<file path="src/rtl/core/bbd_pkg.sv">
`timescale 1ns / 1ps

package bbd_pkg;

    localparam int CELL_COUNT_DEF = 128;
    localparam int MAX_SHIFTS_DEF = 8;

    localparam int SAMPLE_W = 16;
    localparam int STEP_W   = 19;
    localparam int PHASE_W  = 20;
    localparam int COEF_W   = 20;
    localparam int INTEG_W  = 24;

    localparam int MUL_AW   = 48;
    localparam int MUL_BW   = 33;
    localparam int MUL_PW   = 72;

    localparam int DIV_NW   = 48;
    localparam int DIV_DW   = 27;

    localparam int CFG_IDX_W  = 3;
    localparam int CFG_DATA_W = 32;

    localparam logic [15:0] PASSIVE_RST = 16'd6971;
    localparam logic [19:0] S1_FREQ_RST = 20'd10479;
    localparam logic [19:0] S1_DAMP_RST = 20'd119370;
    localparam logic [19:0] S2_FREQ_RST = 20'd11236;
    localparam logic [19:0] S2_DAMP_RST = 20'd50764;
    localparam logic [16:0] NSCALE_RST  = 17'd65536;
    localparam logic [31:0] SEED_RST    = 32'h9E37_79B9;

    localparam logic [15:0] SMEAR_Q16  = 16'd50627;
    localparam logic [14:0] NOISE_MUL  = 15'd16777;

    typedef enum logic [CFG_IDX_W-1:0] {
        CFG_PASSIVE = 3'd0,
        CFG_S1_FREQ = 3'd1,
        CFG_S1_DAMP = 3'd2,
        CFG_S2_FREQ = 3'd3,
        CFG_S2_DAMP = 3'd4,
        CFG_NSCALE  = 3'd5,
        CFG_SEED    = 3'd6
    } cfg_idx_t;

    typedef enum logic [3:0] {
        ST_IDLE,
        ST_SV_DEN,
        ST_SV_DEN_W,
        ST_SV_NUM_W,
        ST_SV_HP_W,
        ST_SV_A_W,
        ST_SV_B_W,
        ST_OP_W,
        ST_EDGE,
        ST_F_W,
        ST_E_MUL,
        ST_E_W,
        ST_SM_W,
        ST_NZ_W,
        ST_OUT
    } state_t;

    typedef struct packed {
        logic                     start;
        logic signed [MUL_AW-1:0] a;
        logic        [MUL_BW-1:0] b;
    } mul_req_t;

    typedef struct packed {
        logic              start;
        logic [DIV_NW-1:0] dividend;
        logic [DIV_DW-1:0] divisor;
    } div_req_t;

endpackage

</file>
<file path="src/rtl/core/bbd_cell.sv">
`timescale 1ns / 1ps

module bbd_cell (
    input  logic                               aclk,
    input  logic                               aresetn,
    input  logic                               shift_en,
    input  logic signed [bbd_pkg::SAMPLE_W-1:0] d,
    output logic signed [bbd_pkg::SAMPLE_W-1:0] q
);
    import bbd_pkg::*;

    logic signed [SAMPLE_W-1:0] charge_reg;

    always_ff @(posedge aclk) begin
        if (!aresetn) begin
            charge_reg <= '0;
        end else if (shift_en) begin
            charge_reg <= d;
        end
    end

    assign q = charge_reg;

endmodule

</file>
<file path="config.mk">
export PLATFORM = sky130hd
export DESIGN_NAME = bbd_cell
export DESIGN_NICKNAME = d
export VERILOG_FILES = /design/src/rtl/core/bbd_pkg.sv /design/src/rtl/core/bbd_cell.sv
export SDC_FILE = /design/constraint.sdc
export NUM_CORES = 1
export LEC_CHECK = 0
export BUFFER_PORTS_ARGS = -buffer_cell sky130_fd_sc_hd__buf_2
export CAP_MARGIN = 15
export CORE_UTILIZATION = 35
export DETAILED_ROUTE_END_ITERATION = 8
export PLACE_DENSITY = 0.66
export SYNTH_ARGS = -nofsm -noshare
export SYNTH_HDL_FRONTEND = slang
export SYNTH_SLANG_ARGS = --single-unit
</file>
<file path="constraint.sdc">
create_clock -name aclk -period 0.9 [get_ports aclk]
set_clock_uncertainty 0.05 [all_clocks]
set_input_delay 0 -clock aclk [delete_from_list [all_inputs] [get_ports aclk]]
set_output_delay 0 -clock aclk [all_outputs]
set_load 0.05 [all_outputs]
</file>
======== Word-level counts from Yosys, hierarchy flattened ========
Cells that the tools add are included.
storage, ports and cells
  output and inout port bits .............. 16
  register bits after elaboration ......... 16

======== Logic depth before layout (Yosys ltp) ========
  depth in word-level cells ............... 0
  depth in mapped cells ................... 4
  mapped depth without buffers ............ 2

======== Least setup slack after synthesis ========
OpenSTA, ideal clock, no wires.
  kind .................................... register to register
  start point ............................. register q[0] (netlist name)
  end point ............................... register charge_reg[0], in the netlist q[0]
  buffers on the path ..................... 0
  arrival ................................. 838 ps
  stages on the path, launching flop included .. 3
  setup slack ............................. -53 ps
  period minus slack after synthesis ...... 953 ps
  cells stage by stage .................... dfxtp_1 > mux2i_1 > nor2b_1
RTL lines
  element               RTL line        RTL
  to (signal assigned)  bbd_cell.sv:16  charge_reg <= '0;
  to (signal assigned)  bbd_cell.sv:18  charge_reg <= d;
  to (decl)             bbd_cell.sv:12  logic signed [SAMPLE_W-1:0] charge_reg;

======== Worst setup path after layout ========
  start point ............................. register charge_reg[3], in the netlist q[3]
  end point ............................... output q[3] (netlist name)
RTL lines
  element    RTL line       RTL
  to (decl)  bbd_cell.sv:8  output logic signed [bbd_pkg::SAMPLE_W-1:0] q
No word-level cell between the ends.

==> flow_summary.ini <==
[floorplan]
pin_count = 35
rows = 14
die_w_um = 43.9
coreArea_sq_mm = 0.00158
dieArea_sq_mm = 0.00193
initial_core_util = 0.390
die_y_um = 43.9

[clock_network]
cts_max_level = 1
cts_num_sinks = 16
clock_latency_ns = 0.27
cts_buffers = 3
tritoncts = yes
clockBufferDepth = 2
cts_root_buffer = clkbuf_4
clk_pin_slew_ns = 0.09

[sta]
max_slew_margin = 0.858
finalCriticalPeriod_ns = 0.851
drv_slew = 0
min_period_over_period = 0.945
finalSetupViolations = 0
rsz0062_at_grt = false
max_slew.worst_pin.slew_ns = 0.213
max_freq_mhz = 1180
tns_ns = 0
holdWs_ns = 0.0278
hold_viol_final = 0

[pwr]
combPwrFrac = 0.251
intPower_uw = 1190
p_leak_uw = 0.000513
peakVddDrop_v = 0.000847
power_density_mw_per_mm2 = 1570
swShare = 0.279
seqPwrFrac = 0.471
p_switching_uw = 461
clkPwrFrac = 0.277

[finish]
drive_gt1_frac = 0.534
largest_reg_flops = 16
instances_no_fill = 119
post-route-util = 0.667
area_delta_synth_final_pct = 70.7
nets = 123
layout_common_cells = buf_2, mux2i_1, nor2b_1, dlygate4sd3_1, dfxtp_2
final_common_cell = buf_2
num_antenna_cells = 0

[critical_path]
crit_type = reg -> out
worstPathArrival_ns = 0.80
end_kind = output pin
cp_slowest_stage_delay_ns = 0.34
cp_max_fo = 2
start_kind = register
critPathRequiredTime_ns = 0.85
path_cells = buf_4
cp_num_buf_inv = 1
crit_slowest_cell = dfxtp_2
cpLargestDelayFamily = flip-flops

[yosys]
synth_top_area_frac = 0.520
syn_nets = 70
synth.area.top_cells = dfxtp_1, mux2i_1, nor2b_1, buf_12, buf_6
postSynthCellCount = 51
ys_seq_elements = 16
yosys_warnings = 0
synth_cell_types = 6
synth_top_area_cell = dfxtp_1
syn_area_sq_um = 616
syn_avg_cell_area_sq_um = 12.1
synth-seq-area-share = 0.520

[detailed_routing]
wl_met3_um = 50
drt_wl_total_mm = 1.27
drt_iter0_drc = 2
vias_per_cell = 4.33
ant_nets = 0
num_vias = 515
wl_per_cell_um = 10.6
first_pass_iters = 5
route.top_layer_used = met4
drcViolationCount = 0
wl_met1_um = 535
met2_length_um = 666

[placed_design]
gp_congestion = 0.569
dp_cells = 99
hpwlAfterDp_um = 754
portBuffers = 34

[global_routing]
grt_pass1_vias = 456
grt_usage = 0.143
overflow = 0
grt_pass1_wl_mm = 1.95
antenna_found_initial = 0
grt_max_degree = 17

[hold_path]
hold_class = in -> reg

[flow_run]
max-cap-violations = 0

[run_status]
status = complete, no violations
worst paths after layout:
check,slack (ns),from,endpoint,depth (start not counted)
min reg2reg,0.46,q[10]$_SDFFE_PN0P_,q[10]$_SDFFE_PN0P_,2
max,0.05,q[3]$_SDFFE_PN0P_,q[3],1
max reg2reg,0.23,q[12]$_SDFFE_PN0P_,q[12]$_SDFFE_PN0P_,2
min,0.03,aresetn,q[13]$_SDFFE_PN0P_,2
routing by layer:
metal | track usage | vias to the layer above
met3 | 0.0375 | 2
met1 | 0.157 | 227
li1 | - | 272
met2 | 0.242 | 14
met4 | 0.0909 | 0
met5 | 0 | -
power groups by stage:
stage          clock (uW)  combinational (uW)  sequential [uW]
3_5_place_dp            0                 338              792
2_1_floorplan           0                 101              943
5_1_grt               514                 440              784
3_3_place_gp            0                 334              791
4_1_cts               478                 415              779
6_report              458                 415              778
final cells by class:
class	instances	area (sq um)
Clock buffer	4	36.3
Timing Repair Buffer	51	394
Multi-Input combinational cell	32	260
Tap cell	16	20.0
Fill cell	141	526
Sequential cell	16	340
worst reg2reg max path: cells and delay by family (launching register included):
family,cells,cell delay [ns]
mux,1,0.12
simple gates,1,0.06
flops,1,0.34
Yosys cell counts:
master	instances
buf_12	1
buf_6	1
clkbuf_1	1
dfxtp_1	16
mux2i_1	16
nor2b_1	16
through the flow:
step           instance area, sq um  setup WS (ns)  total power, uW
2_1_floorplan                   636          0.112             1040
3_3_place_gp                    811          0.210             1130
3_5_place_dp                    811          0.193             1130
4_1_cts                        1050         0.0345             1670
5_1_grt                        1050        0.00263             1740
6_report                       1050         0.0493             1650
kinds of logic (layout without fill, tap and decap cells):
family | count (synthesis) | in the layout | synth area share
AND/OR/NAND/NOR | 16 | 16 | 0.163
flip-flops | 16 | 16 | 0.520
buffers and inverters | 3 | 55 | 0.0569
multiplexers | 16 | 16 | 0.260
timing repair:
| item | CTS | global route |
|---|---|---|
| buffers inserted | 0 | 0 |
| endpoints found under the hold margin | 16 | 0 |
| hold buffers | 16 | 0 |
| gates resized for setup | 16 | 1 |
| endpoints found under the setup margin | 16 | 1 |
Power figures use the tool's default switching activity.
