$ cat config.mk
export PLATFORM = sky130hd
export DESIGN_NAME = bbd_mul
export DESIGN_NICKNAME = d
export VERILOG_FILES = /design/src/rtl/core/bbd_pkg.sv /design/src/rtl/core/bbd_mul.sv
export SDC_FILE = /design/constraint.sdc
export NUM_CORES = 1
export LEC_CHECK = 0
export BUFFER_PORTS_ARGS = -buffer_cell sky130_fd_sc_hd__buf_2
export CORE_ASPECT_RATIO = 1.2
export CORE_MARGIN = 1.5
export CORE_UTILIZATION = 50
export CTS_CLUSTER_DIAMETER = 120
export DETAILED_ROUTE_END_ITERATION = 7
export GPL_TIMING_DRIVEN = 0
export PLACE_DENSITY = 0.79
export SLEW_MARGIN = 20
export SYNTH_ARGS = -nofsm -noshare
export SYNTH_HDL_FRONTEND = slang
export SYNTH_SLANG_ARGS = --single-unit
$ cat constraint.sdc
create_clock -name aclk -period 10.2 [get_ports aclk]
set_clock_uncertainty 0.05 [all_clocks]
set_input_delay 3.06 -clock aclk [delete_from_list [all_inputs] [get_ports aclk]]
set_output_delay 3.06 -clock aclk [all_outputs]
set_load 0.02 [all_outputs]
$ cat src/rtl/core/bbd_pkg.sv
`timescale 1ns / 1ps

package bbd_pkg;

    localparam int CELL_COUNT_DEF = 128;
    localparam int MAX_SHIFTS_DEF = 8;

    localparam int SAMPLE_W = 16;
    localparam int STEP_W   = 19;
    localparam int PHASE_W  = 20;
    localparam int COEF_W   = 20;
    localparam int INTEG_W  = 24;

    localparam int MUL_AW   = 48;
    localparam int MUL_BW   = 33;
    localparam int MUL_PW   = 72;

    localparam int DIV_NW   = 48;
    localparam int DIV_DW   = 27;

    localparam int CFG_IDX_W  = 3;
    localparam int CFG_DATA_W = 32;

    localparam logic [15:0] PASSIVE_RST = 16'd6971;
    localparam logic [19:0] S1_FREQ_RST = 20'd10479;
    localparam logic [19:0] S1_DAMP_RST = 20'd119370;
    localparam logic [19:0] S2_FREQ_RST = 20'd11236;
    localparam logic [19:0] S2_DAMP_RST = 20'd50764;
    localparam logic [16:0] NSCALE_RST  = 17'd65536;
    localparam logic [31:0] SEED_RST    = 32'h9E37_79B9;

    localparam logic [15:0] SMEAR_Q16  = 16'd50627;
    localparam logic [14:0] NOISE_MUL  = 15'd16777;

    typedef enum logic [CFG_IDX_W-1:0] {
        CFG_PASSIVE = 3'd0,
        CFG_S1_FREQ = 3'd1,
        CFG_S1_DAMP = 3'd2,
        CFG_S2_FREQ = 3'd3,
        CFG_S2_DAMP = 3'd4,
        CFG_NSCALE  = 3'd5,
        CFG_SEED    = 3'd6
    } cfg_idx_t;

    typedef enum logic [3:0] {
        ST_IDLE,
        ST_SV_DEN,
        ST_SV_DEN_W,
        ST_SV_NUM_W,
        ST_SV_HP_W,
        ST_SV_A_W,
        ST_SV_B_W,
        ST_OP_W,
        ST_EDGE,
        ST_F_W,
        ST_E_MUL,
        ST_E_W,
        ST_SM_W,
        ST_NZ_W,
        ST_OUT
    } state_t;

    typedef struct packed {
        logic                     start;
        logic signed [MUL_AW-1:0] a;
        logic        [MUL_BW-1:0] b;
    } mul_req_t;

    typedef struct packed {
        logic              start;
        logic [DIV_NW-1:0] dividend;
        logic [DIV_DW-1:0] divisor;
    } div_req_t;

endpackage

$ cat src/rtl/core/bbd_mul.sv
`timescale 1ns / 1ps

module bbd_mul (
    input  logic                               aclk,
    input  logic                               aresetn,
    input  bbd_pkg::mul_req_t                  req,
    output logic                               done,
    output logic signed [bbd_pkg::MUL_PW-1:0]   prod
);
    import bbd_pkg::*;

    logic signed [MUL_PW-1:0] acc_reg;
    logic signed [MUL_PW-1:0] a_reg;
    logic        [MUL_BW-1:0] b_reg;
    logic                     run_reg;

    always_ff @(posedge aclk) begin
        if (!aresetn) begin
            run_reg <= 1'b0;
        end else if (req.start) begin
            run_reg <= 1'b1;
        end else if (run_reg && b_reg == '0) begin
            run_reg <= 1'b0;
        end
    end

    always_ff @(posedge aclk) begin
        if (req.start) begin
            acc_reg <= '0;
            a_reg   <= MUL_PW'(req.a);
            b_reg   <= req.b;
        end else if (run_reg && b_reg != '0) begin
            if (b_reg[0]) begin
                acc_reg <= acc_reg + a_reg;
            end
            a_reg <= a_reg <<< 1;
            b_reg <= b_reg >> 1;
        end
    end

    assign done = run_reg && (b_reg == '0);
    assign prod = acc_reg;

endmodule

* After elaboration in Yosys (flattened, before gate mapping)
Index checks and enable logic that the tools add are counted.
** Word-level totals
- Bits of input ports :: 84
- Output and inout bits :: 73
- Register bits after elaboration :: 178
** Cells by class
- Mux-type cells :: 6
- Reductions and logical operators :: 7
- Add/subtract/negate cells :: 1
** Operator list (number)
- 72-bit 2-to-1 mux :: 2
- 72-bit adder :: 1
- 33-bit 2-to-1 mux :: 2
- 33-bit zero test :: 1
- 33-bit nonzero test :: 1
- 2-bit nonzero test :: 2
- 1-bit logical AND :: 2
- 1-bit 2-to-1 mux :: 2
- 2-bit AND reduction :: 1

* Logic depth before layout (Yosys ltp)
Gate-level depths: netlist of the first run.
- Depth in word-level cells :: 4
- Mapped depth :: 13
- Mapped depth without buffers :: 13

* Worst setup path after synthesis of the first run
OpenSTA, ideal clock, no wires.
- Kind :: input to register
- Start :: in req[81] (netlist bit)
- End :: reg a_reg[0] (enable)
- Data arrival time :: 5613 ps
- Stages on the path :: 3
- Setup slack :: 4070 ps
- Library setup time :: 468 ps
- Buffers on the path :: 1
- Data required time :: 9682 ps
- Cells stage by stage :: buf_4 > clkinv_1 > nand2_1
** On the way
- Word-level cells in the longest chain between the ends :: 1
** RTL lines
- start: declaration :: line bbd_mul.sv:6 : input bbd_pkg::mul_req_t req,
- 2-bit nonzero test (no line)
- end signal: assignment :: line bbd_mul.sv:30 : a_reg <= MUL_PW'(req.a);
- end signal: assignment :: line bbd_mul.sv:36 : a_reg <= a_reg <<< 1;
- end: declaration :: line bbd_mul.sv:13 : logic signed [MUL_PW-1:0] a_reg;
Every way passes these cells.
A chain may end at the register's enable or synchronous reset.

* Final worst setup path of the first run
- Start :: reg b_reg[4]
- End :: out done
** On the way
- Word-level cells in the longest chain between the ends :: 2
** RTL lines
- start: declaration :: line bbd_mul.sv:14 : logic [MUL_BW-1:0] b_reg;
- start signal: assignment :: line bbd_mul.sv:31 : b_reg <= req.b;
- start signal: assignment :: line bbd_mul.sv:37 : b_reg <= b_reg >> 1;
- 33-bit zero test :: line bbd_mul.sv:41 : assign done = run_reg && (b_reg == '0);
- 1-bit logical AND :: line bbd_mul.sv:41
- end: declaration :: line bbd_mul.sv:7 : output logic done,
Every way passes these cells.

==> results of run 1 <==
==> Yosys cell counts (6+ instances only) <==
master	number	share of area, %
o21bai_1	19	1.3
inv_1	46	1.5
a21oi_1	142	6.3
nand3_1	25	1.1
nor4_1	12	0.66
dfxtp_1	73	13
o21ai_0	76	3.4
edfxtp_1	105	28
ha_1	71	7.8
o21ai_1	6	0.26
mux2_2	78	7.7
a31oi_1	6	0.33
nand2_1	171	5.7
o21a_1	10	0.66
buf_4	18	1.2
a211oi_1	8	0.53
nor3_1	11	0.48
and3_1	6	0.33
xor2_1	26	2.0
xnor2_1	34	2.6
clkbuf_1	50	1.7
or3_1	6	0.33
and2_1	9	0.50
a21o_1	43	2.8
nor2_1	49	1.6
nand4_1	29	1.6
==> cell families (layout without fill, tap and decap cells) <==
logic type,Yosys count,in the layout,share of synthesized area (%)
AOI/OAI and AO/OA,367,367,20.3
xor gates and xnor gates,60,60,4.63
adders and majority gates,72,72,8.00
buffers and inverters,126,314,4.91
DFF,178,178,40.7
muxes,78,78,7.74
and+or+nand+nor,341,341,13.8
==> worst max-delay path, cell delays in order, from the launching register on <==
cell and delay [ns]:
edfxtp_1 0.41, nor4_1 0.50, nand4_1 0.18, nor3_1 0.25, and2_1 0.15, buf_2 0.16
==> where the power goes <==
group	leakage, uW	total, uW	switching (uW)	internal, uW
registers	0.00166	893	50.5	842
logic	0.00372	565	341	224
clock network	0.000307	704	359	344
==> metrics by stage <==
step | setup WS [ns] | cells | power, uW | cell area, sq um
2_1_floorplan | 4.07 | 1222 | 1310 | 11400
3_3_place_gp | 2.86 | 1656 | 1450 | 12500
3_5_place_dp | 4.98 | 1657 | 1460 | 12500
4_1_cts | 4.96 | 1689 | 2170 | 13200
5_1_grt | 4.88 | 1689 | 2260 | 13200
6_report | 5.00 | 1689 | 2160 | 13200
==> final timing paths <==
path / startpoint / end / slack, ns / depth (start not counted)
max: b_reg[4]$_DFFE_PP_ / done / 5.00 / 5
min: prod[29]$_SDFFE_PP0P_ / prod[29]$_SDFFE_PP0P_ / 0.42 / 2
max reg2reg: a_reg[0]$_SDFFCE_PN0P_ / prod[60]$_SDFFE_PP0P_ / 6.26 / 13
min reg2reg: prod[29]$_SDFFE_PP0P_ / prod[29]$_SDFFE_PP0P_ / 0.42 / 2
==> cell type report <==
cell class,instances,share of cell area [%]
clock buffer,17,3.24
multi-input combinational,918,47.1
clock inverter,15,1.63
inverter,47,1.34
tap,279,2.65
sequential,178,35.1
buffer,79,2.89
timing repair buffer,156,6.11
==> metal layers <==
metal	share of wire, %	wire [um]	up-vias
met2	49	14700	317
met4	3.6	1060	0
li1	-	-	4820
met3	4.9	1460	77
met5	0	0	-
met1	42	12500	4663
==> cell usage in the layout, fill, tap and decap left out, types with 5 or more instances in the layout <==
master,count
o21ai_0,76
clkinv_8,5
o21a_1,10
and4_1,5
clkbuf_16,17
inv_1,46
and3_1,6
mux2_2,78
ha_1,71
buf_4,18
o21ai_1,6
a211oi_1,8
buf_2,160
nand4_1,29
nand2_1,170
nor2_1,49
nor2b_1,5
clkbuf_1,50
nor3_1,11
nand3_1,25
inv_12,5
o21bai_1,19
a31oi_1,6
dfxtp_1,73
xor2_1,26
xnor2_1,34
or3_1,6
a21o_1,43
edfxtp_1,105
and2_1,9
a21oi_1,142
nor4_1,12
==> run metrics, run 1 <==
global-route wire length before repair 47600 um; dpl hpwl 22400 um; Final ANT Viol Nets 0; Ant. Diodes 0; met1 usage 30.8%; gpl congestion 0.955; post_cts resized 0; Rel. slew slack 43.3%; actual slew at the worst max-slew pin 0.850 ns; Root Buffer clkbuf_16; Finished Core Util 58.8%; status completed; share of cells above drive strength 1 21.6%; Iter 0 DRT Violations 603; Post-route DRC 0; Slew Viols, Final 0; CP Capture Type output port; I/O Buffers 155; yosys warns 0; GRT overflow 0; register area share after synthesis 40.7%; postcts setup bufs 0; largest net degree at the start of global routing 57; DR WL/cell 17.6 um; synthesis-to-finish area growth 15.9%; GRT Util Overall 25.2%; total of max-cap violations 0; Starting Density 50.7%; Vias/cell 5.85; via count 9877; Setup TNS 0 ns; TritonRoute pass-1 iters 5; Final #Nets 1553; CTS max path bufs 2; routed wire length 29700 um; Fmax 192 MHz; Seq. cell area 4610 sq um; Min-Delay Path Class reg2reg; maximum fanout along the worst path 2; Post-synth EDFFs 105; busiest grt layer met2; CTS buffer count 17; filler cell count 1979; setup violators final 0; # IOs 157; vias in the first global route 9625; core area 22400 sq um; Multi-input gate area 6190 sq um; TritonCTS clock tree done; met2 usage 44.2%; Yosys cell types 71; clk slew on worst S/H paths 0.08 ns; endpoints failing hold 0; Syn Nets 1378; Power Density 164 nW/um^2; Leak Pwr 0.00569 uW; Rows 60; CTS H-tree lvls 4; Post-Syn Area per Cell 9.29 sq um; Synth Flop Type edfxtp_1; Die Wd 141 um; Mapped Area 11400 sq um; CP Data Required Time 7.09 ns; Mapped Cells 1222; critical path data arrival time 2.09 ns; die extent in y 168 um; CP Class reg2out; Hold WS 0.424 ns; DIE AREA 23600 sq um; initial antenna violation count 0; unrepaired setup endpoints after global routing no; routing usage on met3 4.07%; post-route clock period utilization 51.0%; count of state elements after synthesis 178; Worst VDD drop 106 uV; Final Critical Period 5.20 ns; worst skew pair latency 0.44 ns; crit path launch type flip-flop; post-synthesis async set-or-reset flop share 0%; CTS Sinks 178; CTS hold repair buffers 0
Power figures use the tool's default switching activity.
==> run 2: changes to the inputs <==
Settings changed: PLACE_DENSITY 0.79 to 0.82.
Clock period 10.2 ns to 4.2 ns, I/O delays scaled along.
==> run 2 against run 1 <==
Worst setup slack got worse by 4.7 ns. Power up 140%. Utilization is 0.11 points higher. Sequential power rose by 140%. Count of clock-buffer cells in the layout unchanged. Global-route usage rose by 0.67 points. Die area unchanged. Flip-flop and latch count unchanged. Final area is 0.19% higher. Wire length is 1.4% higher. Cell count did not move. Worst hold slack better by 0.00070 ns. Critical path type is now reg2reg. Critical endpoint is now prod[60]$_SDFFE_PP0P_. Largest cell class unchanged. Highest routed layer unchanged.
==> run metrics, run 2 (synthesis results as in run 1) <==
status completed; Final Critical Period 3.87 ns; dpl hpwl 22700 um; Power Density 402 nW/um^2; critical path data arrival time 4.17 ns; Internal 3440 uW; Clock power frac 33.0%; share of cells above drive strength 1 21.6%; Final #Nets 1553; Net Sw Power 1850 uW; Iter 0 DRT Violations 679; actual slew at the worst max-slew pin 0.844 ns; CTS Sinks 178; worst hold stages 2; worst skew pair latency 0.46 ns; Leak Pwr 0.00570 uW; clk slew on worst S/H paths 0.09 ns; gpl congestion 0.944; post-route clock period utilization 92.2%; I/O Buffers 155; routed wire length 30100 um; TritonRoute pass-1 iters 5; cell area after layout 13200 sq um; via count 9900; Die Wd 141 um; CTS hold repair buffers 0; total of max-cap violations 0; TritonCTS clock tree done; Post-route DRC 0; Fmax 258 MHz; Net Sw Frac 35.0%; Rows 60; postcts setup bufs 0; Rel. slew slack 43.7%; DP Area 12500 sq um; setup violators final 0; CP Data Required Time 4.50 ns; post_cts resized 0; Final ANT Viol Nets 0; # IOs 157; initial antenna violation count 0; CP max stage delay 0.45 ns; largest net degree at the start of global routing 73; unrepaired setup endpoints after global routing no; CP Class reg2reg; part of the power in registers 41.0%; commonest non-fill, non-tap cell in the layout nand2_1; CTS buffer count 17; maximum fanout along the worst path 4; Slew Viols, Final 0; global-route wire length before repair 48400 um; Ant. Diodes 0; GRT overflow 0; GRT Util Overall 25.8%; vias in the first global route 9671; DIE AREA 23600 sq um; filler cell count 1958; slowest CP cell fa_1; synthesis-to-finish area growth 16.1%; Multi-input gate area 6200 sq um; crit-path most repeated cell a211o_1; CP Capture Type flip-flop; CTS H-tree lvls 4; Seq. cell area 4610 sq um; Worst R2R Path Depth 13; CTS max path bufs 2; Vias/cell 5.86; Starting Density 50.7%; core area 22400 sq um; endpoints failing hold 0; crit-path cells ha_1 > fa_1 > a211o_1 > a21o_4 > o2111ai_1 > a2111oi_0 > a211o_1 > a21oi_1 > a31o_2 > nand2_1 > and4_1 > o31a_1 > a32o_1; DR WL/cell 17.8 um; Setup TNS 0 ns; Root Buffer clkbuf_16; die extent in y 168 um; Min-Delay Path Class reg2reg; commonest non-fill, non-tap cells in the layout nand2_1, buf_2, a21oi_1, edfxtp_1, mux2_2; crit path launch type flip-flop; Worst VDD drop 279 uV; combinational fraction of design power 26.1%
run 2: cell types whose count changed in the layout (fill, tap and decap cells not counted), sizes merged:
cell,previous run,this run
clkinv,8,6
inv,54,56
run 2: area by class of cell:
class | count | share of cell area (%)
multi-input combinational | 918 | 47.0
sequential | 178 | 35.0
timing repair buffer | 156 | 6.10
clock buffer | 17 | 3.23
buffer | 79 | 2.89
tap | 279 | 2.65
clock inverter | 15 | 1.75
inverter | 47 | 1.34
run 2: path summary, 6_finish.rpt:
| check | from | to | slack, ns |
|---|---|---|---|
| setup / recovery | a_reg[0]$_SDFFCE_PN0P_ | prod[60]$_SDFFE_PP0P_ | 0.33 |
| hold / removal | prod[4]$_SDFFE_PP0P_ | prod[4]$_SDFFE_PP0P_ | 0.42 |
| setup reg to reg | a_reg[0]$_SDFFCE_PN0P_ | prod[60]$_SDFFE_PP0P_ | 0.33 |
| hold reg to reg | prod[4]$_SDFFE_PP0P_ | prod[4]$_SDFFE_PP0P_ | 0.42 |
run 2: per-layer routing:
| layer | share of wire (%) | wire length (um) | vias up | global-route usage, % |
|---|---|---|---|---|
| met4 | 3.6 | 1090 | 0 | 12.1 |
| met3 | 4.7 | 1420 | 79 | 4.52 |
| met1 | 42 | 12600 | 4669 | 30.9 |
| met2 | 50 | 15100 | 322 | 45.1 |
| li1 | - | - | 4830 | - |
| met5 | 0 | 0 | - | 0 |
run 2: power groups by stage:
stage	logic, uW	clock network, uW	registers, uW
final	1380	1740	2170
after global routing	1530	1830	2190
after CTS	1370	1770	2170
after detailed placement	1350	0	2210
after global placement	1330	0	2210
after floorplan	950	0	2230
run 2: worst max-delay path, delay by kind of cell (launching register included):
kind | cells | cell delay, ns
compound gates | 9 | 2.32
fa+ha+maj | 2 | 0.67
flops | 1 | 0.40
simple gates | 2 | 0.32
run 2: through the flow:
| step | setup WS [ns] | power, uW | cells | util (%) | hold slack [ns] |
|---|---|---|---|---|---|
| floorplan | 0.816 | 3180 | 1222 | - | 0.489 |
| global placement | 0.0426 | 3530 | 1656 | 55.8 | 0.408 |
| detailed placement | 0.419 | 3560 | 1657 | 56.0 | 0.412 |
| CTS | 0.344 | 5300 | 1689 | 58.9 | 0.424 |
| global route | 0.136 | 5550 | 1689 | 58.9 | 0.447 |
| finish | 0.329 | 5290 | 1689 | 58.9 | 0.425 |
