**src/rtl/core/bbd_pkg.sv**
```systemverilog
`timescale 1ns / 1ps

package bbd_pkg;

    localparam int CELL_COUNT_DEF = 128;
    localparam int MAX_SHIFTS_DEF = 8;

    localparam int SAMPLE_W = 16;
    localparam int STEP_W   = 19;
    localparam int PHASE_W  = 20;
    localparam int COEF_W   = 20;
    localparam int INTEG_W  = 24;

    localparam int MUL_AW   = 48;
    localparam int MUL_BW   = 33;
    localparam int MUL_PW   = 72;

    localparam int DIV_NW   = 48;
    localparam int DIV_DW   = 27;

    localparam int CFG_IDX_W  = 3;
    localparam int CFG_DATA_W = 32;

    localparam logic [15:0] PASSIVE_RST = 16'd6971;
    localparam logic [19:0] S1_FREQ_RST = 20'd10479;
    localparam logic [19:0] S1_DAMP_RST = 20'd119370;
    localparam logic [19:0] S2_FREQ_RST = 20'd11236;
    localparam logic [19:0] S2_DAMP_RST = 20'd50764;
    localparam logic [16:0] NSCALE_RST  = 17'd65536;
    localparam logic [31:0] SEED_RST    = 32'h9E37_79B9;

    localparam logic [15:0] SMEAR_Q16  = 16'd50627;
    localparam logic [14:0] NOISE_MUL  = 15'd16777;

    typedef enum logic [CFG_IDX_W-1:0] {
        CFG_PASSIVE = 3'd0,
        CFG_S1_FREQ = 3'd1,
        CFG_S1_DAMP = 3'd2,
        CFG_S2_FREQ = 3'd3,
        CFG_S2_DAMP = 3'd4,
        CFG_NSCALE  = 3'd5,
        CFG_SEED    = 3'd6
    } cfg_idx_t;

    typedef enum logic [3:0] {
        ST_IDLE,
        ST_SV_DEN,
        ST_SV_DEN_W,
        ST_SV_NUM_W,
        ST_SV_HP_W,
        ST_SV_A_W,
        ST_SV_B_W,
        ST_OP_W,
        ST_EDGE,
        ST_F_W,
        ST_E_MUL,
        ST_E_W,
        ST_SM_W,
        ST_NZ_W,
        ST_OUT
    } state_t;

    typedef struct packed {
        logic                     start;
        logic signed [MUL_AW-1:0] a;
        logic        [MUL_BW-1:0] b;
    } mul_req_t;

    typedef struct packed {
        logic              start;
        logic [DIV_NW-1:0] dividend;
        logic [DIV_DW-1:0] divisor;
    } div_req_t;

endpackage

```
**src/rtl/core/bbd_div.sv**
```systemverilog
`timescale 1ns / 1ps

module bbd_div (
    input  logic                        aclk,
    input  logic                        aresetn,
    input  bbd_pkg::div_req_t           req,
    output logic                        done,
    output logic [bbd_pkg::DIV_NW-1:0]  quo
);
    import bbd_pkg::*;

    localparam int CNT_W = $clog2(DIV_NW + 1);

    logic [DIV_DW-1:0] rem_reg;
    logic [DIV_NW-1:0] quo_reg;
    logic [DIV_DW-1:0] den_reg;
    logic [CNT_W-1:0]  cnt_reg;
    logic              run_reg;
    logic [DIV_DW:0]   trial;
    logic              fits;

    assign trial = {rem_reg, quo_reg[DIV_NW-1]};
    assign fits  = trial >= {1'b0, den_reg};

    always_ff @(posedge aclk) begin
        if (!aresetn) begin
            run_reg <= 1'b0;
            cnt_reg <= '0;
        end else if (req.start) begin
            run_reg <= 1'b1;
            cnt_reg <= CNT_W'(DIV_NW);
        end else if (run_reg) begin
            if (cnt_reg == '0) begin
                run_reg <= 1'b0;
            end else begin
                cnt_reg <= cnt_reg - 1'b1;
            end
        end
    end

    always_ff @(posedge aclk) begin
        if (req.start) begin
            rem_reg <= '0;
            quo_reg <= req.dividend;
            den_reg <= req.divisor;
        end else if (run_reg && cnt_reg != '0) begin
            rem_reg <= fits ? DIV_DW'(trial - {1'b0, den_reg}) : DIV_DW'(trial);
            quo_reg <= {quo_reg[DIV_NW-2:0], fits};
        end
    end

    assign done = run_reg && (cnt_reg == '0);
    assign quo  = quo_reg;

endmodule

```
**config.mk**
```make
export PLATFORM = sky130hd
export DESIGN_NAME = bbd_div
export DESIGN_NICKNAME = d
export VERILOG_FILES = /design/src/rtl/core/bbd_pkg.sv /design/src/rtl/core/bbd_div.sv
export SDC_FILE = /design/constraint.sdc
export NUM_CORES = 1
export LEC_CHECK = 0
export BUFFER_PORTS_ARGS = -buffer_cell sky130_fd_sc_hd__buf_2
export CORE_ASPECT_RATIO = 1.25
export CORE_MARGIN = 10
export CORE_UTILIZATION = 55
export DETAILED_ROUTE_END_ITERATION = 8
export GPL_ROUTABILITY_DRIVEN = 0
export GPL_TIMING_DRIVEN = 0
export PLACE_DENSITY = 0.8
export SLEW_MARGIN = 40
export SYNTH_ARGS = -nofsm -noshare
export SYNTH_HDL_FRONTEND = slang
export SYNTH_SLANG_ARGS = --single-unit
```
**constraint.sdc**
```tcl
create_clock -name aclk -period 4.5 [get_ports aclk]
set_clock_uncertainty 0.1 [all_clocks]
set_input_delay 0.225 -clock aclk [delete_from_list [all_inputs] [get_ports aclk]]
set_output_delay 0.225 -clock aclk [all_outputs]
set_load 0.01 [all_outputs]
```
* Word-level counts from Yosys, hierarchy flattened
Cells that the tools add are included.
** Operators by class
- Equality and inequality tests :: 1
- Reductions and logical operators :: 9
- Div/mod/pow operators :: 0
- Shifts and indexed selects :: 0
- Bitwise logic cells :: 2
- Add/subtract/negate cells :: 2
- Multiplexer cells :: 9
- $lt $le $gt $ge :: 1
- Multipliers :: 0
** Operator list (number)
- $mux 48 :: 2
- $ge 28x27->1 :: 1
- $mux 27 :: 1
- $sub 27x27->27 :: 1
- $mux 6 :: 3
- $logic_not 6->1 :: 1
- $reduce_bool 6->1 :: 1
- $sub 6x1->6 const B :: 1
- $reduce_and 2->1 :: 2
- $reduce_bool 2->1 :: 2
- $mux 1 :: 3
- $logic_and 1x1->1 :: 2
- $ne 2x2->1 const B :: 1
- $not 1->1 :: 2
- $reduce_or 2->1 :: 1
** Storage, ports and cells
- Latch bits :: 0
- Output and inout port bits :: 49
- Input bits :: 78
- ROM bits :: 0
- Flip-flop bits (word level) :: 109
- RAM bits :: 0
- Memories kept :: 0

* Depth between registers and ports, before layout
Gate-level depths: netlist of the first run.
- Depth after elaboration :: 4
- Gate-level depth with buffers :: 12

* Least setup slack after synthesis of the first run
No wires, ideal clock.
- Path kind :: register to register
- Start point :: reg cnt_reg[0]
- End point :: reg run_reg
- Path buffers :: 1
- Cell stages (with the launch flop) :: 9
- Arrival time :: 2.904 ns
- Path slack :: 1.371 ns
- Clock period less this slack :: 3.129 ns
- Cells stage by stage :: dfxtp_1 inv_1 ha_1 or3b_1 nor3_1 nand2b_1 buf_2 nand2_1 and2_1
** On the way
- Word-level cells in the longest chain between the ends :: 4
** Ends and longest elaborated chain
- from (decl) :: line bbd_div.sv:17 : logic [CNT_W-1:0] cnt_reg;
- from (signal assigned) :: line bbd_div.sv:31 : cnt_reg <= CNT_W'(DIV_NW);
- from (signal assigned) :: line bbd_div.sv:36 : cnt_reg <= cnt_reg - 1'b1;
- $logic_not 6->1 :: line bbd_div.sv:33 : if (cnt_reg == '0) begin
- $mux 1 :: line bbd_div.sv:33
- $mux 1 :: line bbd_div.sv:32 : end else if (run_reg) begin
- $mux 1 :: line bbd_div.sv:29 : end else if (req.start) begin
- to (signal assigned) :: line bbd_div.sv:27 : run_reg <= 1'b0;
- to (signal assigned) :: line bbd_div.sv:30 : run_reg <= 1'b1;
- to (signal assigned) :: line bbd_div.sv:34 : run_reg <= 1'b0;
- to (decl) :: line bbd_div.sv:18 : logic run_reg;
Every way passes these cells.
A chain may end at the register's enable or synchronous reset.

* Final worst setup path of the first run
- Start point :: reg quo_reg[47], in the netlist quo[47]
- End point :: reg rem_reg[21]
** On the way
- Word-level cells in the longest chain between the ends :: 2
** Ends and longest elaborated chain
- from (decl) :: line bbd_div.sv:15 : logic [DIV_NW-1:0] quo_reg;
- from (signal assigned) :: line bbd_div.sv:44 : quo_reg <= req.dividend;
- from (signal assigned) :: line bbd_div.sv:48 : quo_reg <= {quo_reg[DIV_NW-2:0], fits};
- $sub 27x27->27 / $ge 28x27->1 (equally long branches) :: line bbd_div.sv:47, bbd_div.sv:23
- $mux 27 (*) :: line bbd_div.sv:47 : rem_reg <= fits ? DIV_DW'(trial - {1'b0, den_reg}) : DIV_DW'(trial);
- to (signal assigned) :: line bbd_div.sv:47
- to (decl) :: line bbd_div.sv:14 : logic [DIV_DW-1:0] rem_reg;
Mark *: on every way between the ends. The rest lies on a longest branch, timed or not.

==> results.ini, run 1 <==
[clock_tree]
clock_latency_ns = 0.36
cts_resized = 0
numCtsBuffers = 9
cts.sinks = 109
cts-root-buf = clkbuf_16
clockBufferDepth = 2
clk_pin_slew_ns = 0.08
cts_tree = yes
ctsHtreeMaxLevel = 3
post_cts_buffers = 0

[sta]
tightest_slew_ns = 0.6633
setup_viol = 0
finalSetupTns_ns = 0
max_slew_margin_pct = 55.78
final_max_slew_viol_count = 0
fin_crit_ns = 3.115
grt_setup_unrepaired = false
fmax_mhz = 321.1
final.period_utilization_pct = 69.21
hold_viol = 0

[detailed_routing]
vias_per_cell = 5.981
wl_um = 16000
wire_per_inst_um = 18.54
vias = 5162
drc = 0
drt-initial-drc-count = 311
first_pass_iters = 6
drtAntennaViolNets = 0

[synth]
yosys_register_bits = 109
synth_ff_type = edfxtp_1
synth_largest_area_cell = edfxtp_1
yosysSeqAreaShare_pct = 48.53
syn_avg_cell_area_um2 = 10.77
syn_inst = 561
synth_edf_count = 75
synth_top_area_share_pct = 37.27
yosysWarnings = 0
syn-num-nets = 668
synth_area_um2 = 6043
synth_area_leaders = edfxtp_1 (37%), dfxtp_1 (11%), mux2_2 (8.9%), ha_1 (5.8%), nand2_1 (2.9%)
synthArstFlopShare_pct = 0
synth.distinct_cells = 65

[worst_setup_path]
critical_path_arrival_ns = 3.29
critPathMaxStageDelay_ns = 0.39
cp_max_fo = 7
cp_cell_sequence = inv_1 > ha_1 > fa_1 > nand2b_1 > a21oi_1 > o211ai_2 > a31oi_4 > or2_1 > buf_2 > nand2_1 > o21ai_0
worst_setup_path_start_kind = flip-flop
crit_path_end_kind = flip-flop
cp_data_required_time_ns = 4.68
path_class = reg -> reg
cp_slowest_cell = fa_1

[floorplanning]
fp-row-count = 42
io-pin-count = 127
core-area_um2 = 10670
chipHeight_um = 137.2
die_area_um2 = 15610
initial_utilization_pct = 56.65
die_width_um = 113.8

[power_and_ir_drop]
pwr_density_cell_nw_per_um2 = 364.9
total_power_uw = 2719
ir_drop_v = 0.0002352
leakage_uw = 0.003151

[worst_hold_path]
min_path_type = in -> reg

[cells_and_area]
drive_above_1_share_pct = 29.82
antennaDiodeCount = 0
fill_cells = 783
syn_to_final_growth_pct = 23.29
multi_input_area_um2 = 2835
area.sequential_um2 = 2933
nets = 833
final_cells = 863
largest_reg_flops = 48

[job]
maxCapViolCount = 0

[grt]
grt_pass1_vias = 5628
grt_max_degree = 29
grt.total_usage_pct = 21.17
grt_pass1_wl_um = 26810
globalRoute.totalOverflow = 0
antenna_found_initial = 0

[placement]
hpwl_um = 11980
placed_cells = 820
io_buffers = 126

[run_status]
status = finished, final reports clean

metal layers:
layer / vias up / routed length [um] / global-route usage, %
met3: 60 / 1663 / 7.876
met5: - / 0 / 0
li1: 2432 / - / -
met1: 2417 / 5988 / 22.68
met2: 253 / 7760 / 35.09
met4: 0 / 588 / 12.50
cells in the mapped netlist (3+ instances only):
cell type  number
a41oi_1         3
a21boi_0        5
o211ai_1        5
nor2b_1         5
nand3b_1        5
or3b_1          3
mux2_2         48
xnor2_1        12
buf_2          10
nand3_1        13
nor2_1         15
inv_1          39
a21o_1         12
nor3b_1         3
edfxtp_1       75
o22ai_1         6
o21ai_0        31
a31oi_1        20
clkbuf_1        9
buf_6           3
and2_1          8
nor3_1          9
o21a_1          3
buf_1           5
nand4_1         4
nand2_1        46
nor4_1          5
a21oi_1        27
a22oi_1         9
o31ai_1         3
and3_1          9
nand2b_1        4
ha_1           28
dfxtp_1        34
xor2_1          9
cell usage in the layout, fill, tap and decap left out, types with 12 or more instances in the layout:
master           n
a21o_1          12
a21oi_1         27
a31oi_1         20
buf_2          136
dfxtp_1         34
dlygate4sd3_1   27
edfxtp_1        75
ha_1            28
inv_1           39
mux2_2          48
nand2_1         45
nand3_1         13
nor2_1          15
o21ai_0         30
xnor2_1         12
final timing paths:
| check | startpoint | slack, ns | cells past startpoint | endpoint |
|---|---|---|---|---|
| min reg2reg | rem_reg[2]$_SDFFE_PP0P_ | 0.39 | 2 | rem_reg[3]$_SDFFE_PP0P_ |
| min | aresetn | 0.03 | 2 | run_reg$_SDFF_PN0_ |
| max reg2reg | quo[47]$_DFFE_PP_ | 1.39 | 11 | rem_reg[21]$_SDFFE_PP0P_ |
| max | quo[47]$_DFFE_PP_ | 1.39 | 11 | rem_reg[21]$_SDFFE_PP0P_ |
report_power, final:
group          switching, uW  internal [uW]
Sequential              52.7           1180
Clock                    392            446
Combinational            368            276
Total                    813           1910
layout make-up:
type,count,share of cell area (%)
plain buffers,27,1.830
clock buffers,9,3.023
clock inverters,7,1.192
inverters,39,1.965
multi-input cells,386,38.05
flip-flops and latches,109,39.36
well taps,132,2.217
repair buffers,154,12.36
repair_timing:
action                     CTS  global route
setup endpoints to repair    0             0
hold endpoints to repair    27             0
hold buffers                27             0
per-stage QoR:
step                util (%)  instance area, um2  setup slack [ns]  hold slack, ns
floorplan                  -                6043             1.371          0.2239
global placement       64.11                6839            0.6103          0.3010
detailed placement     64.37                6867             1.490          0.3034
CTS                    69.85                7451             1.432         0.01119
global route           69.85                7451             1.188         0.06232
finish                 69.85                7451             1.385         0.03245
cells by family (layout without fill, tap and decap cells):
logic type / Yosys count / count (layout) / share of synthesized area (%)
xor gates and xnor gates: 21 / 21 / 3.044
muxes: 49 / 49 / 9.110
buffers and inverters: 66 / 236 / 4.679
and+or+nand+nor: 139 / 139 / 12.07
DFF: 109 / 109 / 48.53
adders and majority gates: 29 / 29 / 6.128
AOI/OAI and AO/OA: 148 / 148 / 16.44
worst max-delay path: cells and delay by family (launching register included):
family                     cells  cell delay (ns)
AOI/OAI and AO/OA              4             1.07
and+or+nand+nor                3             0.61
adders and majority gates      2             0.61
DFF                            1             0.34
buffers and inverters          2             0.29
(Power assumes the default switching activity.)
==> run 2, diff against run 1 <==
--- a/config.mk
+++ b/config.mk
@@ -5,10 +5,11 @@
 export SDC_FILE = /design/constraint.sdc
 export NUM_CORES = 1
 export LEC_CHECK = 0
+export ABC_AREA = 1
 export BUFFER_PORTS_ARGS = -buffer_cell sky130_fd_sc_hd__buf_2
 export CORE_ASPECT_RATIO = 1.25
 export CORE_MARGIN = 10
-export CORE_UTILIZATION = 55
+export CORE_UTILIZATION = 56
 export DETAILED_ROUTE_END_ITERATION = 8
 export GPL_ROUTABILITY_DRIVEN = 0
 export GPL_TIMING_DRIVEN = 0
==> constraint.sdc (replaced) <==
create_clock -name aclk -period 2.9 [get_ports aclk]
set_clock_uncertainty 0.1 [all_clocks]
set_input_delay 0.145 -clock aclk [delete_from_list [all_inputs] [get_ports aclk]]
set_output_delay 0.145 -clock aclk [all_outputs]
set_load 0.01 [all_outputs]
==> run 2 against run 1 <==
Non-clock buffer count up 44. Critical path type unchanged. Utilization up 3.7 points. Critical endpoint is now rem_reg[20]$_SDFFE_PP0P_. Hold slack better by 0.020 ns. Sequential power up 50%.
==> results.ini, run 2 <==
[run_status]
status = finished, final reports clean

[power_and_ir_drop]
pwr_density_cell_nw_per_um2 = 432.8  ; +19%
ir_drop_v = 0.0002865  ; +22%
leakage_uw = 0.004551  ; +44%

[synth]
muxShareOfSynthArea_pct = 0  ; -9.1 points
synth_common_cells = nand2_1 (396), inv_1 (168), edfxtp_1 (75)
yosys_register_bits = 109  ; unchanged
synthArstFlopShare_pct = 0  ; unchanged
yosysWarnings = 0  ; unchanged
syn-num-nets = 1044  ; +56%
synth_compound_area_share_pct = 2.647  ; -14 points
synth_top_family_by_area = simple AND/OR/NAND/NOR gates
synth.distinct_cells = 38  ; -42%
syn_avg_cell_area_um2 = 7.213  ; -33%
syn_inst = 937  ; +67%
synth_largest_area_cell = edfxtp_1
synthSimpleGateAreaFrac_pct = 35.17  ; +23 points
synth_edf_count = 75  ; unchanged
synth_top_area_share_pct = 33.32  ; -3.9 points
yosysSeqAreaShare_pct = 43.39  ; -5.1 points
synthAdderAreaFrac_pct = 5.479  ; -0.65 points
synth_area_um2 = 6759  ; +12%
synth_area_leaders = edfxtp_1 (33%), nand2_1 (22%), dfxtp_1 (10%), inv_1 (9.3%), ha_1 (5.2%)
synth.most_common_cell = nand2_1
synth-xor-area-share_pct = 1.814  ; -1.2 points
synth_ff_type = edfxtp_1

[floorplanning]
core-area_um2 = 11730  ; +9.9%
fp-row-count = 44  ; +4.8%
io-pin-count = 127  ; unchanged
initial_utilization_pct = 57.64  ; +0.99 points
chipHeight_um = 142.8  ; +4.1%
die_width_um = 118.3  ; +4.0%
die_area_um2 = 16890  ; +8.2%

[cells_and_area]
fin_area_um2 = 8628  ; +16%
fill_cells = 879  ; +12%
syn_to_final_growth_pct = 27.66
largest_reg_flops = 48  ; unchanged
nets = 1256  ; +51%
final_cell_mix = nand2_1 (396), inv_1 (168), buf_2 (129)
multi_input_area_um2 = 3049  ; +7.5%
antennaDiodeCount = 0  ; unchanged
layout_commonest_cell = nand2_1
area.sequential_um2 = 2933  ; unchanged
final_cells = 1315  ; +52%
drive_above_1_share_pct = 15.77  ; -14 points

[clock_tree]
post_cts_buffers = 0  ; unchanged
cts-root-buf = clkbuf_16
clk_pin_slew_ns = 0.08  ; about the same
numCtsBuffers = 9  ; unchanged
cts_tree = yes
ctsHtreeMaxLevel = 3  ; unchanged
clock_latency_ns = 0.35  ; about the same
clockBufferDepth = 2  ; unchanged
cts.sinks = 109  ; unchanged

[worst_setup_path]
critical_path_arrival_ns = 2.81  ; -0.48 ns
reg2reg_to = rem_reg[20]$_SDFFE_PP0P_
rrSetupSlack_ns = 0.24  ; -1.15 ns
cp_data_required_time_ns = 3.05  ; -1.63 ns
worst_setup_path_start_kind = flip-flop
crit_path_end_kind = flip-flop
cp_max_fo = 10  ; +3
path_class = reg -> reg
r2r_start = quo[47]$_DFFE_PP_
rr_worst_depth = 14  ; +3

[sta]
hold_viol = 0  ; unchanged
final_max_slew_viol_count = 0  ; unchanged
grt_setup_unrepaired = false
tightest_slew_ns = 0.7429  ; +0.07963 ns
setup_viol = 0  ; unchanged
finalSetupTns_ns = 0  ; unchanged
setup_slack_ns = 0.2367  ; -1.149 ns
fmax_mhz = 375.5  ; +17%
final.period_utilization_pct = 91.84  ; +23 points
max_slew_margin_pct = 50.47  ; -5.3 points
fin_crit_ns = 2.663  ; -0.4513 ns
hold_slack_ns = 0.05291  ; +0.02045 ns

[placement]
dp_worst_setup_slack_ns = 0.3075  ; -1.183 ns
dpl-instance-area_um2 = 7595  ; +11%
io_buffers = 126  ; unchanged
placed_cells = 1224  ; +49%
hpwl_um = 13950  ; +16%

[grt]
grt_pass1_wl_um = 32820  ; +22%
grt_pass1_vias = 6900  ; +23%
grt_max_degree = 58  ; +100%
grt.total_usage_pct = 23.63  ; +2.5 points
globalRoute.totalOverflow = 0  ; unchanged
antenna_found_initial = 0  ; unchanged

[detailed_routing]
drt-initial-drc-count = 389  ; +25%
wire_per_inst_um = 15.32  ; -17%
drc = 0  ; unchanged
wl_um = 20150  ; +26%
drtAntennaViolNets = 0  ; unchanged
first_pass_iters = 5  ; -1
vias_per_cell = 5.161  ; -14%
vias = 6787  ; +31%

[worst_hold_path]
holdPathEnd = quo[26]$_DFFE_PP_
min_path_type = in -> reg
hp-start = req[53]
holdPathStages = 3  ; +1

[job]
maxCapViolCount = 0  ; unchanged

[run 2: cell count changes in the layout (fill, tap and decap cells not counted), sizes merged, moves of 20 or more]
cell | previous run | this run
mux2 | 48 | 0
inv | 43 | 179
o21ai | 33 | 13
nand3 | 13 | 62
nand4 | 4 | 34
dlygate4sd3 | 27 | 75
nor2 | 16 | 45
nand2 | 46 | 402
a31oi | 21 | 1
[run 2: kinds of logic (layout without fill, tap and decap cells)]
logic type / Yosys count / in the layout
buffers and inverters: 202 / 419
AOI/OAI and AO/OA: 31 / 31
xor gates and xnor gates: 14 / 14
DFF: 109 / 109
adders and majority gates: 29 / 29
and+or+nand+nor: 552 / 552
[run 2: metrics by stage]
step	util, %	power [uW]
5_1_grt	73.58	3859
3_5_place_dp	64.77	2436
6_report	73.58	3734
3_3_place_gp	64.75	2426
2_1_floorplan	-	2205
4_1_cts	73.58	3712
[run 2: power by group]
part	internal [uW]	switching [uW]	total, uW
Combinational	263	384	647
Sequential	1800	63.4	1860
Clock	602	620	1220
[run 2: final cells by class]
cell class | instances | share of cell area [%]
tap | 161 | 2.335
buffer | 24 | 1.305
clock buffer | 10 | 2.654
sequential | 109 | 33.99
timing repair buffer | 201 | 16.01
multi-input combinational | 626 | 35.34
inverter | 178 | 7.744
clock inverter | 6 | 0.6235
[run 2: critical path, cell delays in order, from the launching register on]
cell	delay (ns)
edfxtp_1	0.34
inv_1	0.06
ha_1	0.22
fa_1	0.41
inv_1	0.10
nand3_1	0.07
nand2_1	0.18
nand2_1	0.09
nand3_2	0.11
nand2_4	0.11
nand3_2	0.10
buf_2	0.28
nand3_1	0.20
nand3_1	0.11
nand2_1	0.05
[run 2: repair_timing]
| action | in CTS | in global routing |
|---|---|---|
| hold endpoints to repair | 77 | 0 |
| hold buffers | 75 | 0 |
| gates resized for setup | 0 | 0 |
[run 2: how the worst max path moves through the flow]
stage | from | endpoint | slack (ns) | depth (start not counted)
2_1_floorplan | cnt_reg[0]$_SDFFE_PP0P_ | quo[0]$_DFFE_PP_ | 0.59 | 8
3_3_place_gp | req[75] | quo[20]$_DFFE_PP_ | -0.03 | 5
3_5_place_dp | quo[47]$_DFFE_PP_ | rem_reg[20]$_SDFFE_PP0P_ | 0.31 | 14
4_1_cts | quo[47]$_DFFE_PP_ | rem_reg[20]$_SDFFE_PP0P_ | 0.29 | 14
5_1_grt | quo[47]$_DFFE_PP_ | rem_reg[20]$_SDFFE_PP0P_ | 0.11 | 14
6_report | quo[47]$_DFFE_PP_ | rem_reg[20]$_SDFFE_PP0P_ | 0.24 | 14
[run 2: metal layers]
layer	global-route usage (%)	part of all wire, %	vias up
met4	9.061	3.5	0
met5	0	0	-
li1	-	-	3335
met3	7.101	10	55
met2	43.50	50	345
met1	24.81	37	3052
==> run 3, diff against run 2 <==
--- a/config.mk
+++ b/config.mk
@@ -8,11 +8,13 @@
 export ABC_AREA = 1
 export BUFFER_PORTS_ARGS = -buffer_cell sky130_fd_sc_hd__buf_2
 export CORE_ASPECT_RATIO = 1.25
-export CORE_MARGIN = 10
+export CORE_MARGIN = 2
 export CORE_UTILIZATION = 56
+export CTS_CLUSTER_DIAMETER = 200
 export DETAILED_ROUTE_END_ITERATION = 8
 export GPL_ROUTABILITY_DRIVEN = 0
 export GPL_TIMING_DRIVEN = 0
+export HOLD_SLACK_MARGIN = 0.12
 export PLACE_DENSITY = 0.8
 export SLEW_MARGIN = 40
 export SYNTH_ARGS = -nofsm -noshare
==> run 3 against run 2 <==
Sequential power about the same. Die area shrank 23%. Power is 3.9% higher. Via count is 0.75% higher. Register-to-register slack got worse by 0.03 ns. Flip-flop and latch count did not move. Critical path depth did not move. Clock power is 11% higher. Count of clock-buffer cells in the layout decreased by 1. Utilization increased by 0.80 points. Final area up 0.61%. Critical path type unchanged.
==> results.ini, run 3 (synthesis results as in run 2) <==
[worst_setup_path]
rrSetupSlack_ns = 0.21  ; -0.03 ns
critical_path_arrival_ns = 2.84  ; +0.03 ns
cp_slowest_cell = fa_1
reg2reg_to = rem_reg[20]$_SDFFE_PP0P_
r2r_start = quo[47]$_DFFE_PP_
cp_max_fo = 10  ; unchanged
critPathMaxStageDelay_ns = 0.41  ; about the same
cp_num_buf_inv = 3  ; unchanged
cp_top_family = simple AND/OR/NAND/NOR gates
worst_setup_path_start_kind = flip-flop
path_class = reg -> reg
cp_data_required_time_ns = 3.05  ; about the same
rr_worst_depth = 14  ; unchanged
crit_path_end_kind = flip-flop
cp_cell_sequence = inv_1 > ha_1 > fa_1 > inv_1 > nand3_1 > nand2_1 > nand2_1 > nand3_2 > nand2_4 > nand3_2 > buf_2 > nand3_1 > nand3_1 > nand2_1

[cells_and_area]
nets = 1257  ; +0.080%
final_cells = 1316  ; +0.076%
drive_above_1_share_pct = 15.84  ; +0.073 points
antennaDiodeCount = 0  ; unchanged
largest_reg_flops = 48  ; unchanged
layout_commonest_cell = nand2_1
final_cell_mix = nand2_1 (396), inv_1 (168), buf_2 (129)
syn_to_final_growth_pct = 28.43

[clock_tree]
cts_resized = 0  ; unchanged
clockBufferDepth = 2  ; unchanged
ctsHtreeMaxLevel = 3  ; unchanged
clock_latency_ns = 0.36  ; about the same
cts.sinks = 109  ; unchanged
cts-root-buf = clkbuf_16
cts_tree = yes
clk_pin_slew_ns = 0.09  ; about the same
numCtsBuffers = 9  ; unchanged
post_cts_buffers = 0  ; unchanged
postCtsHoldBufs = 76  ; +1.3%

[floorplanning]
initial_utilization_pct = 57.91  ; +0.27 points
die_width_um = 102.3  ; -14%
core-area_um2 = 11670  ; -0.47%
io-pin-count = 127  ; unchanged
fp-row-count = 44  ; unchanged
die_area_um2 = 12970  ; -23%
chipHeight_um = 126.8  ; -11%

[sta]
hold_viol = 0  ; unchanged
max_slew_margin_pct = 49.92  ; -0.55 points
final.period_utilization_pct = 92.76  ; +0.92 points
final_max_slew_viol_count = 0  ; unchanged
fin_crit_ns = 2.690  ; +0.02678 ns
fmax_mhz = 371.7  ; -1.0%
tightest_slew_ns = 0.7511  ; +0.008211 ns
setup_slack_ns = 0.2099  ; -0.02678 ns
grt_setup_unrepaired = false
setup_viol = 0  ; unchanged

[worst_hold_path]
holdPathEnd = den_reg[2]$_DFFE_PP_
holdPathStages = 1  ; -2
min_path_type = in -> reg
hp-start = req[75]

[placement]
io_buffers = 126  ; unchanged
hpwl_um = 12960  ; -7.1%
dp_worst_setup_slack_ns = 0.2853  ; -0.02219 ns
placed_cells = 1224  ; unchanged

[grt]
grt_pass1_wl_um = 32090  ; -2.2%
grt.total_usage_pct = 31.62  ; +8.0 points
grt_max_degree = 58  ; unchanged
globalRoute.totalOverflow = 0  ; unchanged
grt_pass1_vias = 6813  ; -1.3%
antenna_found_initial = 0  ; unchanged

[detailed_routing]
drt-initial-drc-count = 456  ; +17%
first_pass_iters = 6  ; +1
vias_per_cell = 5.196  ; +0.67%
drc = 0  ; unchanged
vias = 6838  ; +0.75%
drtAntennaViolNets = 0  ; unchanged
wl_um = 19830  ; -1.5%
wire_per_inst_um = 15.07  ; -1.6%

[power_and_ir_drop]
leakage_uw = 0.004573  ; +0.48%
pwr_density_cell_nw_per_um2 = 446.9  ; +3.3%
ir_drop_v = 0.0003911  ; +37%

[run_status]
status = finished, final reports clean

[job]
maxCapViolCount = 0  ; unchanged

-- run 3: how the worst max path moves through the flow --
stage                                        from                  endpoint  slack (ns)  depth (start not counted)
after floorplan           cnt_reg[0]$_SDFFE_PP0P_          quo[0]$_DFFE_PP_        0.59                          8
after global placement                    req[75]         quo[21]$_DFFE_PP_       -0.01                          5
after detailed placement        quo[47]$_DFFE_PP_  rem_reg[20]$_SDFFE_PP0P_        0.29                         14
after CTS                       quo[47]$_DFFE_PP_  rem_reg[20]$_SDFFE_PP0P_        0.27                         14
after global routing            quo[47]$_DFFE_PP_  rem_reg[20]$_SDFFE_PP0P_        0.05                         14
final                           quo[47]$_DFFE_PP_  rem_reg[20]$_SDFFE_PP0P_        0.21                         14
-- run 3: cell type report --
cell class / instances / area [um2]
Timing Repair Buffer: 202 / 1391
Clock inverter: 7 / 100.1
Multi-Input combinational cell: 626 / 3049
Fill cell: 865 / 2990
Sequential cell: 109 / 2933
Inverter: 178 / 668.1
Buffer: 24 / 112.6
Tap cell: 161 / 201.4
Clock buffer: 9 / 225.2
-- run 3: worst reg2reg max path: stages (launching register included) --
cell      delay, ns
edfxtp_1       0.38
inv_1          0.07
ha_1           0.22
fa_1           0.41
inv_1          0.10
nand3_1        0.06
nand2_1        0.17
nand2_1        0.09
nand3_2        0.11
nand2_4        0.11
nand3_2        0.10
buf_2          0.28
nand3_1        0.21
nand3_1        0.11
nand2_1        0.05
-- run 3: routing by layer --
| layer | track usage, % | vias up | routed length, um |
|---|---|---|---|
| li1 | - | 3335 | - |
| met1 | 36.05 | 3081 | 7466 |
| met2 | 55.53 | 343 | 9941 |
| met3 | 6.391 | 79 | 1469 |
| met4 | 15.53 | 0 | 956 |
| met5 | 0 | - | 0 |
-- run 3: stage by stage --
step | TNS (ns) | util [%] | cell area [um2] | total power (uW) | hold WS (ns)
finish | 0 | 74.38 | 8681 | 3880 | 0.2762
floorplan | 0 | - | 6760 | 2205 | 0.1426
detailed placement | 0 | 65.07 | 7595 | 2428 | 0.2232
global placement | -0.5213 | 65.05 | 7592 | 2419 | 0.2210
CTS | 0 | 74.38 | 8681 | 3839 | 0.2957
global route | 0 | 74.38 | 8681 | 4011 | 0.3104
-- run 3: power by group --
part	leakage, uW	internal [uW]	switching, uW	total (uW)
Combinational	0.00339	264	384	648
Clock	0.000158	702	662	1360
Sequential	0.00103	1800	65.7	1870
Total	0.00457	2770	1110	3880
